==> config.mk <==
export PLATFORM = sky130hd
export DESIGN_NAME = node_mode_button_fsm_unit
export DESIGN_NICKNAME = d
export VERILOG_FILES = /design/src/hdl/nmb_pkg.sv /design/src/hdl/node_mode_button_fsm_unit.sv
export SDC_FILE = /design/constraint.sdc
export NUM_CORES = 1
export LEC_CHECK = 0
export ABC_AREA = 1
export BUFFER_PORTS_ARGS = -buffer_cell sky130_fd_sc_hd__buf_2
export CORE_AREA = 5 5 158 160
export CTS_CLUSTER_SIZE = 12
export DETAILED_ROUTE_END_ITERATION = 6
export DIE_AREA = 0 0 163 165
export PLACE_DENSITY = 0.68
export SYNTH_ARGS = -nofsm -noshare
export SYNTH_HDL_FRONTEND = slang
export SYNTH_SLANG_ARGS = --single-unit
==> constraint.sdc <==
create_clock -name clock -period 9.6 [get_ports clock]
set_input_delay 1.92 -clock clock [delete_from_list [all_inputs] [get_ports clock]]
set_output_delay 1.92 -clock clock [all_outputs]
set_load 0.02 [all_outputs]
==> src/hdl/nmb_pkg.sv <==
`timescale 1ns / 1ps
`default_nettype none

package nmb_pkg;

   localparam int COUNT_BITS_DEFAULT = 16;
   localparam int CSR_WIDTH          = 16;
   localparam int CSR_INDEX_WIDTH    = 2;
   localparam int NODE_WIDTH         = 16;

   localparam logic [CSR_WIDTH-1:0] SHORT_MIN_RESET = 16'd100;
   localparam logic [CSR_WIDTH-1:0] SHORT_MAX_RESET = 16'd2000;
   localparam logic [CSR_WIDTH-1:0] LONG_RESET      = 16'd4000;

   localparam logic [CSR_INDEX_WIDTH-1:0] CSR_SHORT_MIN = 2'd0;
   localparam logic [CSR_INDEX_WIDTH-1:0] CSR_SHORT_MAX = 2'd1;
   localparam logic [CSR_INDEX_WIDTH-1:0] CSR_LONG      = 2'd2;

   localparam logic [1:0] DISP_UNINIT = 2'd0;
   localparam logic [1:0] DISP_SETUP  = 2'd1;
   localparam logic [1:0] DISP_NORMAL = 2'd2;

   typedef enum logic [1:0] {
      MODE_UNINIT  = 2'd0,
      MODE_PRE_CFG = 2'd1,
      MODE_CFG     = 2'd2,
      MODE_RUN     = 2'd3
   } mode_type;

   typedef enum logic [1:0] {
      OP_POLL     = 2'd0,
      OP_SET_NODE = 2'd1,
      OP_MODE_CMD = 2'd2
   } op_type;

   typedef enum logic [2:0] {
      MSG_NONE = 3'd0,
      MSG_RQNN = 3'd1,
      MSG_ACK  = 3'd2,
      MSG_REL  = 3'd3,
      MSG_OK   = 3'd4
   } msg_kind_type;

   typedef struct packed {
      logic [1:0]            op;
      logic                  button_pressed;
      logic [NODE_WIDTH-1:0] new_node;
      logic [NODE_WIDTH-1:0] target_node;
      logic                  to_setup;
   } req_type;

   typedef struct packed {
      logic [2:0]            msg_kind;
      logic [NODE_WIDTH-1:0] msg_node;
      logic [1:0]            display_status;
      logic                  last;
   } rsp_type;

endpackage

`default_nettype wire

==> src/hdl/node_mode_button_fsm_unit.sv <==
// Node mode controller: push-button press timing and network mode commands.
// Input channel (req_): one item per poll tick or command; accepted on a
// rising edge with req_valid high and req_stall low. Each item gives one or
// two result items on the rsp_ channel, the final one flagged by last.
// Configuration (csr_): write short_min, short_max and long thresholds with
// csr_we, csr_index and csr_wdata while the block is idle.
// The first result of an item is written to the result queue on acceptance.
// Throughput: one item per cycle while items give a single result and the
// receiver does not stall; an item that gives two results holds the result
// port for both. Results wait in a four-entry queue; req_stall rises while
// over two are held; queue depth and the single result port set the rate.
// When the receiver stalls, the queue fills and input is stalled after three
// more items at most; nothing is dropped.
// Reset (synchronous): mode and return mode uninitialised, node numbers, press
// counter and was-pushed flag cleared, thresholds back to 100/2000/4000 ticks,
// result queue emptied.
`timescale 1ns / 1ps
`default_nettype none

module node_mode_button_fsm_unit #(
   parameter int COUNT_BITS = nmb_pkg::COUNT_BITS_DEFAULT
) (
   input  wire logic                                 clock,
   input  wire logic                                 reset,
   input  wire logic                                 req_valid,
   output logic                                      req_stall,
   input  wire nmb_pkg::req_type                     req_data,
   output logic                                      rsp_valid,
   input  wire logic                                 rsp_stall,
   output nmb_pkg::rsp_type                          rsp_data,
   input  wire logic                                 csr_we,
   input  wire logic [nmb_pkg::CSR_INDEX_WIDTH-1:0]  csr_index,
   input  wire logic [nmb_pkg::CSR_WIDTH-1:0]        csr_wdata
);
   import nmb_pkg::*;

   localparam int CMP_W  = (COUNT_BITS > CSR_WIDTH) ? COUNT_BITS : CSR_WIDTH;
   localparam int DEPTH  = 4;
   localparam int PTR_W  = $clog2(DEPTH);
   localparam int CNT_W  = $clog2(DEPTH + 1);

   // thresholds
   logic [CSR_WIDTH-1:0] short_min_ff, short_max_ff, long_ff;

   // controller state
   mode_type              mode_ff, mode_in;
   mode_type              ret_ff, ret_in;
   logic [NODE_WIDTH-1:0] node_ff, node_in;
   logic [NODE_WIDTH-1:0] saved_ff, saved_in;
   logic [COUNT_BITS-1:0] press_ff, press_in;
   logic                  pushed_ff, pushed_in;

   // result queue
   rsp_type           fifo_ff [DEPTH];
   logic [PTR_W-1:0]  wr_ptr_ff, rd_ptr_ff;
   logic [CNT_W-1:0]  count_ff, count_in;

   logic                  req_accept, rsp_accept;
   op_type                op;
   logic [COUNT_BITS-1:0] t;
   logic [CMP_W-1:0]      t_cmp;
   logic                  is_short, over_long, at_long;
   logic                  hit_node;
   logic                  norm_short, norm_long;

   msg_kind_type          kind0, kind1;
   logic [NODE_WIDTH-1:0] node0, node1;
   logic                  two_msgs;
   logic [1:0]            disp;

   assign req_accept = req_valid && !req_stall;
   assign rsp_accept = rsp_valid && !rsp_stall;
   assign req_stall  = count_ff > CNT_W'(DEPTH - 2);
   assign rsp_valid  = count_ff != '0;
   assign rsp_data   = fifo_ff[rd_ptr_ff];

   assign op        = op_type'(req_data.op);
   assign t         = (press_ff == '1) ? press_ff : press_ff + COUNT_BITS'(1);
   assign t_cmp     = CMP_W'(t);
   assign is_short  = (t_cmp > CMP_W'(short_min_ff)) && (t_cmp < CMP_W'(short_max_ff));
   assign over_long = t_cmp > CMP_W'(long_ff);
   assign at_long   = t_cmp >= CMP_W'(long_ff);
   assign hit_node  = req_data.target_node == node_ff;
   assign norm_short = pushed_ff && is_short;
   assign norm_long  = pushed_ff && at_long;

   // next state
   always_comb begin
      mode_in   = mode_ff;
      ret_in    = ret_ff;
      node_in   = node_ff;
      saved_in  = saved_ff;
      press_in  = press_ff;
      pushed_in = pushed_ff;
      unique case (op)
         OP_POLL: begin
            unique case (mode_ff)
               MODE_UNINIT: begin
                  if (!req_data.button_pressed) begin
                     press_in = '0;
                  end else begin
                     press_in = t;
                     if (over_long) begin
                        mode_in = MODE_PRE_CFG;
                        ret_in  = MODE_UNINIT;
                     end
                  end
               end
               MODE_PRE_CFG: begin
                  if (!req_data.button_pressed) begin
                     mode_in = MODE_CFG;
                     ret_in  = MODE_UNINIT;
                  end
                  press_in = '0;
               end
               MODE_CFG: begin
                  if (!req_data.button_pressed) begin
                     if (is_short) begin
                        mode_in = ret_ff;
                        if (ret_ff == MODE_RUN) begin
                           node_in = saved_ff;
                        end
                     end
                     if (over_long) begin
                        mode_in = MODE_UNINIT;
                     end
                     press_in  = '0;
                     pushed_in = 1'b0;
                  end else begin
                     pushed_in = 1'b1;
                     press_in  = t;
                  end
               end
               MODE_RUN: begin
                  if (!req_data.button_pressed) begin
                     if (norm_short || norm_long) begin
                        node_in = '0;
                        ret_in  = MODE_RUN;
                        // a press both short and long ends with node 0 saved
                        saved_in = norm_short ? '0 : node_ff;
                        if (!norm_short) saved_in = node_ff;
                        if (norm_short && !norm_long) saved_in = node_ff;
                        mode_in = norm_long ? MODE_UNINIT : MODE_CFG;
                     end
                     press_in  = '0;
                     pushed_in = 1'b0;
                  end else begin
                     pushed_in = 1'b1;
                     press_in  = t;
                  end
               end
               default: ;
            endcase
         end
         OP_SET_NODE: begin
            if (mode_ff == MODE_CFG) begin
               node_in = req_data.new_node;
               mode_in = MODE_RUN;
            end
         end
         OP_MODE_CMD: begin
            if (mode_ff != MODE_CFG && hit_node) begin
               saved_in = node_ff;
               if (mode_ff == MODE_RUN) begin
                  node_in = '0;
                  mode_in = req_data.to_setup ? MODE_CFG : MODE_UNINIT;
                  ret_in  = MODE_RUN;
               end
            end
         end
         default: ;
      endcase
   end

   // messages
   always_comb begin
      kind0    = MSG_NONE;
      node0    = '0;
      kind1    = MSG_NONE;
      node1    = '0;
      two_msgs = 1'b0;
      unique case (op)
         OP_POLL: begin
            if (!req_data.button_pressed) begin
               unique case (mode_ff)
                  MODE_PRE_CFG: begin
                     kind0 = MSG_RQNN;
                     node0 = node_ff;
                  end
                  MODE_CFG: begin
                     if (is_short && ret_ff == MODE_RUN) begin
                        kind0 = MSG_ACK;
                        node0 = saved_ff;
                     end
                  end
                  MODE_RUN: begin
                     if (norm_short && norm_long) begin
                        kind0    = MSG_RQNN;
                        node0    = node_ff;
                        kind1    = MSG_REL;
                        node1    = '0;
                        two_msgs = 1'b1;
                     end else if (norm_short) begin
                        kind0 = MSG_RQNN;
                        node0 = node_ff;
                     end else if (norm_long) begin
                        kind0 = MSG_REL;
                        node0 = node_ff;
                     end
                  end
                  default: ;
               endcase
            end
         end
         OP_SET_NODE: begin
            if (mode_ff == MODE_CFG) begin
               kind0 = MSG_ACK;
               node0 = req_data.new_node;
            end
         end
         OP_MODE_CMD: begin
            if (mode_ff == MODE_RUN && hit_node) begin
               kind0    = req_data.to_setup ? MSG_RQNN : MSG_REL;
               node0    = node_ff;
               kind1    = MSG_OK;
               node1    = node_ff;
               two_msgs = 1'b1;
            end
         end
         default: ;
      endcase
   end

   always_comb begin
      unique case (mode_in)
         MODE_UNINIT: disp = DISP_UNINIT;
         MODE_RUN:    disp = DISP_NORMAL;
         default:     disp = DISP_SETUP;
      endcase
   end

   always_comb begin
      count_in = count_ff;
      if (req_accept) count_in = count_in + (two_msgs ? CNT_W'(2) : CNT_W'(1));
      if (rsp_accept) count_in = count_in - CNT_W'(1);
   end

   always_ff @(posedge clock) begin
      if (reset) begin
         short_min_ff <= SHORT_MIN_RESET;
         short_max_ff <= SHORT_MAX_RESET;
         long_ff      <= LONG_RESET;
         mode_ff      <= MODE_UNINIT;
         ret_ff       <= MODE_UNINIT;
         node_ff      <= '0;
         saved_ff     <= '0;
         press_ff     <= '0;
         pushed_ff    <= 1'b0;
         wr_ptr_ff    <= '0;
         rd_ptr_ff    <= '0;
         count_ff     <= '0;
      end else begin
         if (csr_we) begin
            case (csr_index)
               CSR_SHORT_MIN: short_min_ff <= csr_wdata;
               CSR_SHORT_MAX: short_max_ff <= csr_wdata;
               CSR_LONG:      long_ff      <= csr_wdata;
               default: ;
            endcase
         end
         if (req_accept) begin
            mode_ff   <= mode_in;
            ret_ff    <= ret_in;
            node_ff   <= node_in;
            saved_ff  <= saved_in;
            press_ff  <= press_in;
            pushed_ff <= pushed_in;
            wr_ptr_ff <= two_msgs ? wr_ptr_ff + PTR_W'(2) : wr_ptr_ff + PTR_W'(1);
         end
         if (rsp_accept) rd_ptr_ff <= rd_ptr_ff + PTR_W'(1);
         count_ff <= count_in;
      end
   end

   // queue payload, no reset
   always_ff @(posedge clock) begin
      if (req_accept) begin
         fifo_ff[wr_ptr_ff] <= '{msg_kind: kind0, msg_node: node0,
                                 display_status: disp, last: !two_msgs};
         if (two_msgs) begin
            fifo_ff[wr_ptr_ff + PTR_W'(1)] <= '{msg_kind: kind1, msg_node: node1,
                                                display_status: disp, last: 1'b1};
         end
      end
   end

`ifndef SYNTH
   a_count_bound: assert property (@(posedge clock) disable iff (reset)
      count_ff <= CNT_W'(DEPTH))
      else $error("result queue over-full");

   a_accept_gives_result: assert property (@(posedge clock) disable iff (reset)
      req_accept |=> rsp_valid)
      else $error("accepted item left no result");

   a_first_carries_msg: assert property (@(posedge clock) disable iff (reset)
      (rsp_valid && !rsp_data.last) |-> (rsp_data.msg_kind != MSG_NONE))
      else $error("non-final result without message");

   a_pair_disp: assert property (@(posedge clock) disable iff (reset)
      (rsp_accept && !rsp_data.last) |=>
         (rsp_valid && rsp_data.display_status == $past(rsp_data.display_status)))
      else $error("second result missing or display mismatch");
`endif

endmodule

`default_nettype wire
==> results of run 1 <==
-- how the worst max path moves through the flow --
stage                           start     endpoint  slack [ps]  depth (start not counted)
final                     press_ff[0]  count_ff[1]        4290                         31
after global placement    req_data[2]  count_ff[1]        4090                         18
after CTS                 press_ff[0]  count_ff[1]        4290                         33
after global routing      press_ff[0]  count_ff[1]        3700                         34
after detailed placement  req_data[1]  count_ff[1]        3910                         18
after floorplan           req_data[5]  count_ff[1]        4970                         17
-- registers in the layout (all words and copies together), names as in the netlist, 2 cells and up, named ones only --
register	count
fifo_ff	88
long_ff	16
node_ff	16
press_ff	16
saved_ff	16
short_max_ff	16
short_min_ff	16
count_ff	3
mode_ff	2
rd_ptr_ff	2
wr_ptr_ff	2
-- stage by stage --
stage          hold slack, ps  cell area [sq um]  cells  setup WS (ps)  util [%]
2_1_floorplan             435              11500   1476           4970         -
3_3_place_gp              452              12100   1815           4090      52.1
3_5_place_dp              458              12100   1815           3910      52.1
4_1_cts                   470              12700   1847           4290      54.7
5_1_grt                   494              12700   1848           3700      54.7
6_report                  464              12700   1848           4290      54.7
-- final cells by class --
cell class / instances / area, sq um
fillers: 2169 / 10500
well taps: 319 / 399
multi-input cells: 1035 / 5800
repair buffers: 90 / 470
clock inverters: 15 / 184
diodes: 1 / 2.50
inverters: 174 / 658
clock buffers: 17 / 425
flip-flops and latches: 197 / 4780
-- layer usage --
layer / GRT usage (%) / up-vias
met5: 0 / -
met4: 7.17 / 0
met3: 4.37 / 45
met2: 37.3 / 408
met1: 32.3 / 4726
li1: - / 5081
-- cell usage after synthesis (3+ instances only) --
| master | count | area share, % |
|---|---|---|
| o211ai_1 | 28 | 1.8 |
| inv_2 | 12 | 0.39 |
| nand2_2 | 8 | 0.43 |
| buf_2 | 5 | 0.22 |
| nor3_1 | 17 | 0.74 |
| buf_6 | 4 | 0.39 |
| clkbuf_1 | 50 | 1.6 |
| nand4_1 | 12 | 0.65 |
| ha_1 | 63 | 6.8 |
| nand2_1 | 278 | 9.0 |
| o31ai_1 | 4 | 0.26 |
| edfxtp_1 | 84 | 22 |
| a31oi_1 | 13 | 0.70 |
| dfxtp_1 | 113 | 20 |
| nor2_2 | 3 | 0.16 |
| a21oi_1 | 130 | 5.6 |
| buf_4 | 4 | 0.26 |
| o21ai_1 | 8 | 0.35 |
| inv_1 | 160 | 5.2 |
| nor2_8 | 3 | 0.52 |
| o22ai_1 | 31 | 1.7 |
| o21bai_2 | 3 | 0.29 |
| a21oi_4 | 3 | 0.42 |
| o21ai_0 | 118 | 5.1 |
| buf_1 | 7 | 0.23 |
| a211oi_1 | 4 | 0.26 |
| nor2_1 | 139 | 4.5 |
| nand3_1 | 96 | 4.2 |
| o211ai_2 | 7 | 0.76 |
| a211oi_2 | 15 | 1.6 |
| xor2_1 | 4 | 0.30 |
| xnor2_1 | 20 | 1.5 |
-- layout by cell type, fill, tap and decap left out, types with 13 or more instances in the layout --
master	synthesis	layout
o21ai_0	118	118
inv_1	160	160
nor2_1	139	139
clkbuf_16	0	17
a211oi_2	15	15
o211ai_1	28	28
a21oi_1	130	130
buf_2	5	82
xnor2_1	20	20
nor3_1	17	17
edfxtp_1	84	84
o22ai_1	31	31
nand2_1	278	278
dfxtp_1	113	113
nand3_1	96	96
ha_1	63	63
a31oi_1	13	13
-- kinds of logic (layout without fill, tap and decap cells) --
family | count (synthesis) | after routing
flip-flops | 197 | 197
adder cells (fa/ha/maj) | 64 | 64
multiplexers | 1 | 1
other | 0 | 1
buffers and inverters | 244 | 296
AO/OA/AOI/OAI | 377 | 377
AND/OR/NAND/NOR | 569 | 569
XOR/XNOR | 24 | 24
-- power by group through the flow --
| stage | Sequential, W | Clock, W | Combinational [W] |
|---|---|---|---|
| 5_1_grt | 0.00103 | 0.000784 | 0.000731 |
| 3_5_place_dp | 0.00104 | 0 | 0.000657 |
| 2_1_floorplan | 0.00102 | 0 | 0.000467 |
| 3_3_place_gp | 0.00104 | 0 | 0.000646 |
| 4_1_cts | 0.00102 | 0.000746 | 0.000658 |
| 6_report | 0.00102 | 0.000738 | 0.000659 |
-- tightest hold or removal path: stages, from the launching register on --
cell     delay, ps
dfxtp_1        300
inv_1           60
a21oi_1         60
==> reports/qor.txt, run 1 <==
Status: finished clean
Slew HR: 23.5%
Post-detail-place hpwl: 21.4 mm
Post-synthesis simple-gate area fraction: 21.4%
Worst-skew pair later-pin latency: 450 ps
Critical R2R Launch: press_ff[0]
Chip height: 165 microns
HP Class: flop to flop
TritonCTS Buffers: 17
Sw frac: 37.4%
Synth Area in Compound Gates: 19.8%
Largest net degree at the start of global routing: 74
H-tree depth: 4
Gr ovfl total: 0
Num ports: 83
R2R cell count: 31
DR WL/cell: 16.7 microns
Slowest-stage cell, CP: fa_1
Chip width: 163 microns
Sink of the worst hold path: short_min_ff[4]
Clock buffer depth: 2
Max-cap viol count: 0
# DRC: 0
Flops & latches, synth: 197
CP Launch Type: flop
Core area: 23300 sq um
Worst slew pin tran: 1150 ps
Avg Vias per Cell: 5.55
Seq pwr share: 42.2%
Syn-to-layout area delta: 10.2%
WL met3: 2.19 mm
DR WL met2: 14.3 mm
Power share of the clock group: 30.5%
Crit path DAT: 5680 ps
CTS tree: yes
Post-CTS Setup Inserts: 0
Syn Inst Count: 1476
RSZ-0062 raised after global routing: no
Main combinational cell family by area after synthesis: simple AND/OR/NAND/NOR gates
Skew final: 17.4 ps
Critical path buffers and inverters: 4
Mux cell area share after synthesis: 0.0975%
Final setup viols: 0
Adder-Cell Fraction of Synth Area: 7.00%
DR iter-0 viols: 1146
Via Count: 10300
Crit path largest cell delay: 400 ps
Synth warnings: 0
Mean post-synth cell area: 7.82 sq um
Largest delay share family, worst path: simple AND/OR/NAND/NOR gates
Crit Path Class: flop to flop
Worst Path Max Fanout: 9
Min cycle time layout: 5310 ps
XOR/XNOR Fraction of Synth Area: 1.82%
Total track usage: 23.3%
Post-CTS sizing: 0
Detail Route Antenna Nets: 0
Leak Pwr: 5.36 nW
M1 WL: 13.8 mm
TritonRoute pass-1 iters: 6
Syn nets: 1599
Number of global-route vias before repair: 9708
Pwr dens: 190 nW/um^2
Starting density of the core: 49.6%
Number of cell rows: 56
Internal Pwr Total: 0.00151 W
Synth unique cells: 53
Initial antenna violation count: 1
Port-buffer cells: 82
Num Clock Sinks: 197
Root Buffer: clkbuf_16
Detailed-route wire length: 30.9 mm
Post-synthesis sequential area ratio: 41.4%
Hold Fails Final Rpt: 0
Worst-path clk slew: 80 ps
Switching pwr: 0.000904 W
Top sig layer: met4
Hold Path Depth: 2
Pins Over Slew Limit: 0
Fmax: 0.188 GHz
Worst path most repeated cell: nand2_1
R2R Path End: count_ff[1]
Post-CTS Hold Buffers: 0
Number of synthesized flops with an enable pin: 84
Cell area after synthesis: 11500 sq um
GP Congestion: 0.932
Prevailing post-synth register cell: dfxtp_1
Share of post-route cells with drive strength above 1: 12.6%
Critical Path End Type: flop
Max VDD drop: 0.000159 V
Final nets: 1638
Reg2Reg Setup Slack: 4290 ps
Worst EP required: 9970 ps
Power Total: 0.00241 W
Part of the power in combinational logic: 27.3%
Die area: 26900 sq um
Async S/R FF share, synth: 0%
First-pass GRT wire length: 50.1 mm
HP Start: short_min_ff[4]
Final setup TNS: 0 ps
Final worst path period share: 55.3%
(Power assumes the default switching activity.)
==> run 2: changes to the inputs <==
==> constraint.sdc (replaced) <==
create_clock -name clock -period 4.9 [get_ports clock]
set_input_delay 0.98 -clock clock [delete_from_list [all_inputs] [get_ports clock]]
set_output_delay 0.98 -clock clock [all_outputs]
set_load 0.02 [all_outputs]
==> run 2 against run 1 <==
Effect of this change:
- register-to-register slack got worse by 4000 ps
- global-route usage increased by 0.88 points
- count of clock-buffer cells in the layout stayed put
- sequential cell count stayed put
- critical endpoint unchanged
- non-clock buffer count up 40
==> reports/qor.txt, run 2 (synthesis gave the netlist of run 1 again) <==
Status: finished clean (unchanged)
Syn-to-layout area delta: 15.0% (was 10.2%)
DP Worst Slack: -103 ps (was 3910 ps)
First-pass GRT wire length: 51.8 mm (was 50.1 mm)
M3 GR Usage: 3.94% (was 4.37%)
Skew final: 12.5 ps (was 17.4 ps)
HP Class: flop to flop (unchanged)
Crit path largest cell delay: 490 ps (was 400 ps)
Worst path most repeated cell: nand2_1 (unchanged)
Worst-skew pair later-pin latency: 450 ps (about the same)
Met1 Resource Use GR: 33.6% (was 32.3%)
Placed inst area: 12400 sq um (was 12100 sq um)
Initial antenna violation count: 0 (was 1)
Leak Pwr: 5.65 nW (was 5.36 nW)
Final nets: 1678 (was 1638)
Num ports: 83 (unchanged)
Crit Path Class: flop to flop (unchanged)
Hold Path Depth: 2 (unchanged)
Detailed-route wire length: 32.8 mm (was 30.9 mm)
TritonCTS Buffers: 17 (unchanged)
Number of global-route vias before repair: 9811 (was 9708)
DR iter-0 viols: 1114 (was 1146)
Num Clock Sinks: 197 (unchanged)
Starting density of the core: 49.6% (unchanged)
Largest net degree at the start of global routing: 68 (was 74)
Pwr dens: 361 nW/um^2 (was 190 nW/um^2)
R2R Path End: count_ff[1] (unchanged)
Clock buffer depth: 2 (unchanged)
Worst Path Max Fanout: 6 (was 9)
Worst slew pin tran: 1000 ps (was 1150 ps)
Switching pwr: 0.00179 W (was 0.000904 W)
Number of cell rows: 56 (unchanged)
Share of post-route cells with drive strength above 1: 16.6% (was 12.6%)
Met2 Resource Use GR: 39.5% (was 37.3%)
Fin cells: 1887 (was 1848)
Slowest-stage cell, CP: fa_1 (unchanged)
TritonRoute pass-1 iters: 7 (was 6)
DR WL/cell: 17.4 microns (was 16.7 microns)
Final instance area: 13300 sq um (was 12700 sq um)
Max VDD drop: 0.000238 V (was 0.000159 V)
CP Launch Point: press_ff[0] (unchanged)
Root Buffer: clkbuf_16 (unchanged)
Worst-path clk slew: 80 ps (about the same)
Via Count: 10600 (was 10300)
Post-detail-place hpwl: 22.8 mm (was 21.4 mm)
GP Congestion: 0.918 (was 0.932)
Power share of the clock group: 30.2% (was 30.5%)
Placed cells: 1844 (was 1815)
Post-CTS Hold Buffers: 0 (unchanged)
Final setup TNS: 0 ps (unchanged)
Top Usage Layer GRT: met2 (unchanged)
Internal Pwr Total: 0.00301 W (was 0.00151 W)
Sink of the worst hold path: short_max_ff[5] (was short_min_ff[4])
Seq pwr share: 41.4% (was 42.2%)
Reg2Reg Setup Slack: 250 ps (was 4290 ps)
Port-buffer cells: 82 (unchanged)
Final setup viols: 0 (unchanged)
Avg Vias per Cell: 5.61 (was 5.55)
R2R cell count: 33 (was 31)
Max FFs per register: 88 (unchanged)
Gr ovfl total: 0 (unchanged)
# DRC: 0 (unchanged)
Min cycle time layout: 4650 ps (was 5310 ps)
HP Start: short_max_ff[5] (was short_min_ff[4])
Hold Fails Final Rpt: 0 (unchanged)
Crit path DAT: 5030 ps (was 5680 ps)
Chip width: 163 microns (unchanged)
Die area: 26900 sq um (unchanged)
Pins Over Slew Limit: 0 (unchanged)
Slew HR: 33.1% (was 23.5%)
Core area: 23300 sq um (unchanged)
Commonest non-fill, non-tap cells in the layout: 273 x nand2_1, 159 x inv_1, 134 x nor2_1 (was 278 x nand2_1, 160 x inv_1, 139 x nor2_1)
Critical Path End Type: flop (unchanged)
Detail Route Antenna Nets: 0 (unchanged)
CTS tree: yes (unchanged)
Chip height: 165 microns (unchanged)
Final worst path period share: 94.9% (was 55.3%)
Fmax: 0.215 GHz (was 0.188 GHz)
Max-cap viol count: 0 (unchanged)
Sw frac: 37.4% (about the same)
Worst EP required: 5280 ps (was 9970 ps)
Biggest register: fifo_ff (unchanged)
Part of the power in combinational logic: 28.4% (was 27.3%)
Most common cell after layout, fill and taps aside: nand2_1 (unchanged)
Critical R2R Launch: press_ff[0] (unchanged)
Total track usage: 24.2% (was 23.3%)
CP Launch Type: flop (unchanged)
ANT cells: 0 (was 1)
Worst setup margin: 248 ps (was 4290 ps)
H-tree depth: 4 (unchanged)
==> run 2: cell types whose count changed in the layout (fill, tap and decap cells not counted), moves of 4 or more <==
cell,delta
buf_4,+36
nand2_1,-5
nor2_1,-5
ha_1,-4
xnor2_1,-4
==> run 2: final cells by class <==
cell class | count | area [sq um]
clock buffer | 17 | 425
clock inverter | 15 | 199
fill | 2105 | 9990
inverter | 174 | 658
multi-input combinational | 1035 | 5990
sequential | 197 | 4790
tap | 319 | 399
timing repair buffer | 130 | 812
==> run 2: metal layers <==
layer / share of wire [%] / vias up
met5: 0 / -
met4: 1.9 / 0
met3: 7.8 / 61
met2: 47 / 456
met1: 43 / 4900
li1: - / 5167
==> run 2: timing repair <==
item,4_1_cts,5_1_grt
endpoints found under the setup margin,2,137
gates resized for setup,3,36
setup buffers,0,11
pin swaps,0,22
==> run 2: critical path, delay by kind of cell, from the launching register on <==
family | cells | cell delay (ps)
flip-flops | 1 | 330
buffers and inverters | 5 | 320
adder cells (fa/ha/maj) | 5 | 1320
AND/OR/NAND/NOR | 16 | 1580
AO/OA/AOI/OAI | 6 | 780
XOR/XNOR | 1 | 250
==> run 2: power by group through the flow <==
| stage | sequential, W | clock (W) | combinational, W |
|---|---|---|---|
| floorplan | 0.00199 | 0 | 0.000916 |
| global placement | 0.00202 | 0 | 0.00134 |
| detailed placement | 0.00202 | 0 | 0.00135 |
| CTS | 0.00198 | 0.00147 | 0.00135 |
| global route | 0.00200 | 0.00155 | 0.00151 |
| finish | 0.00199 | 0.00145 | 0.00136 |
==> run 2: worst max-delay path by stage <==
| stage | slack (ps) | cells after the start | to |
|---|---|---|---|
| detailed placement | -100 | 34 | count_ff[1] |
| finish | 250 | 33 | count_ff[1] |
| floorplan | 390 | 34 | count_ff[1] |
| CTS | 40 | 33 | count_ff[1] |
| global route | -50 | 33 | count_ff[1] |
| global placement | 140 | 34 | count_ff[1] |
==> run 2: per-stage QoR <==
step | utilization (%) | hold slack [ps] | power [W]
5_1_grt | 57.1 | 491 | 0.00507
3_5_place_dp | 53.2 | 455 | 0.00337
4_1_cts | 55.9 | 469 | 0.00481
2_1_floorplan | - | 435 | 0.00291
6_report | 57.1 | 465 | 0.00480
3_3_place_gp | 53.2 | 448 | 0.00335
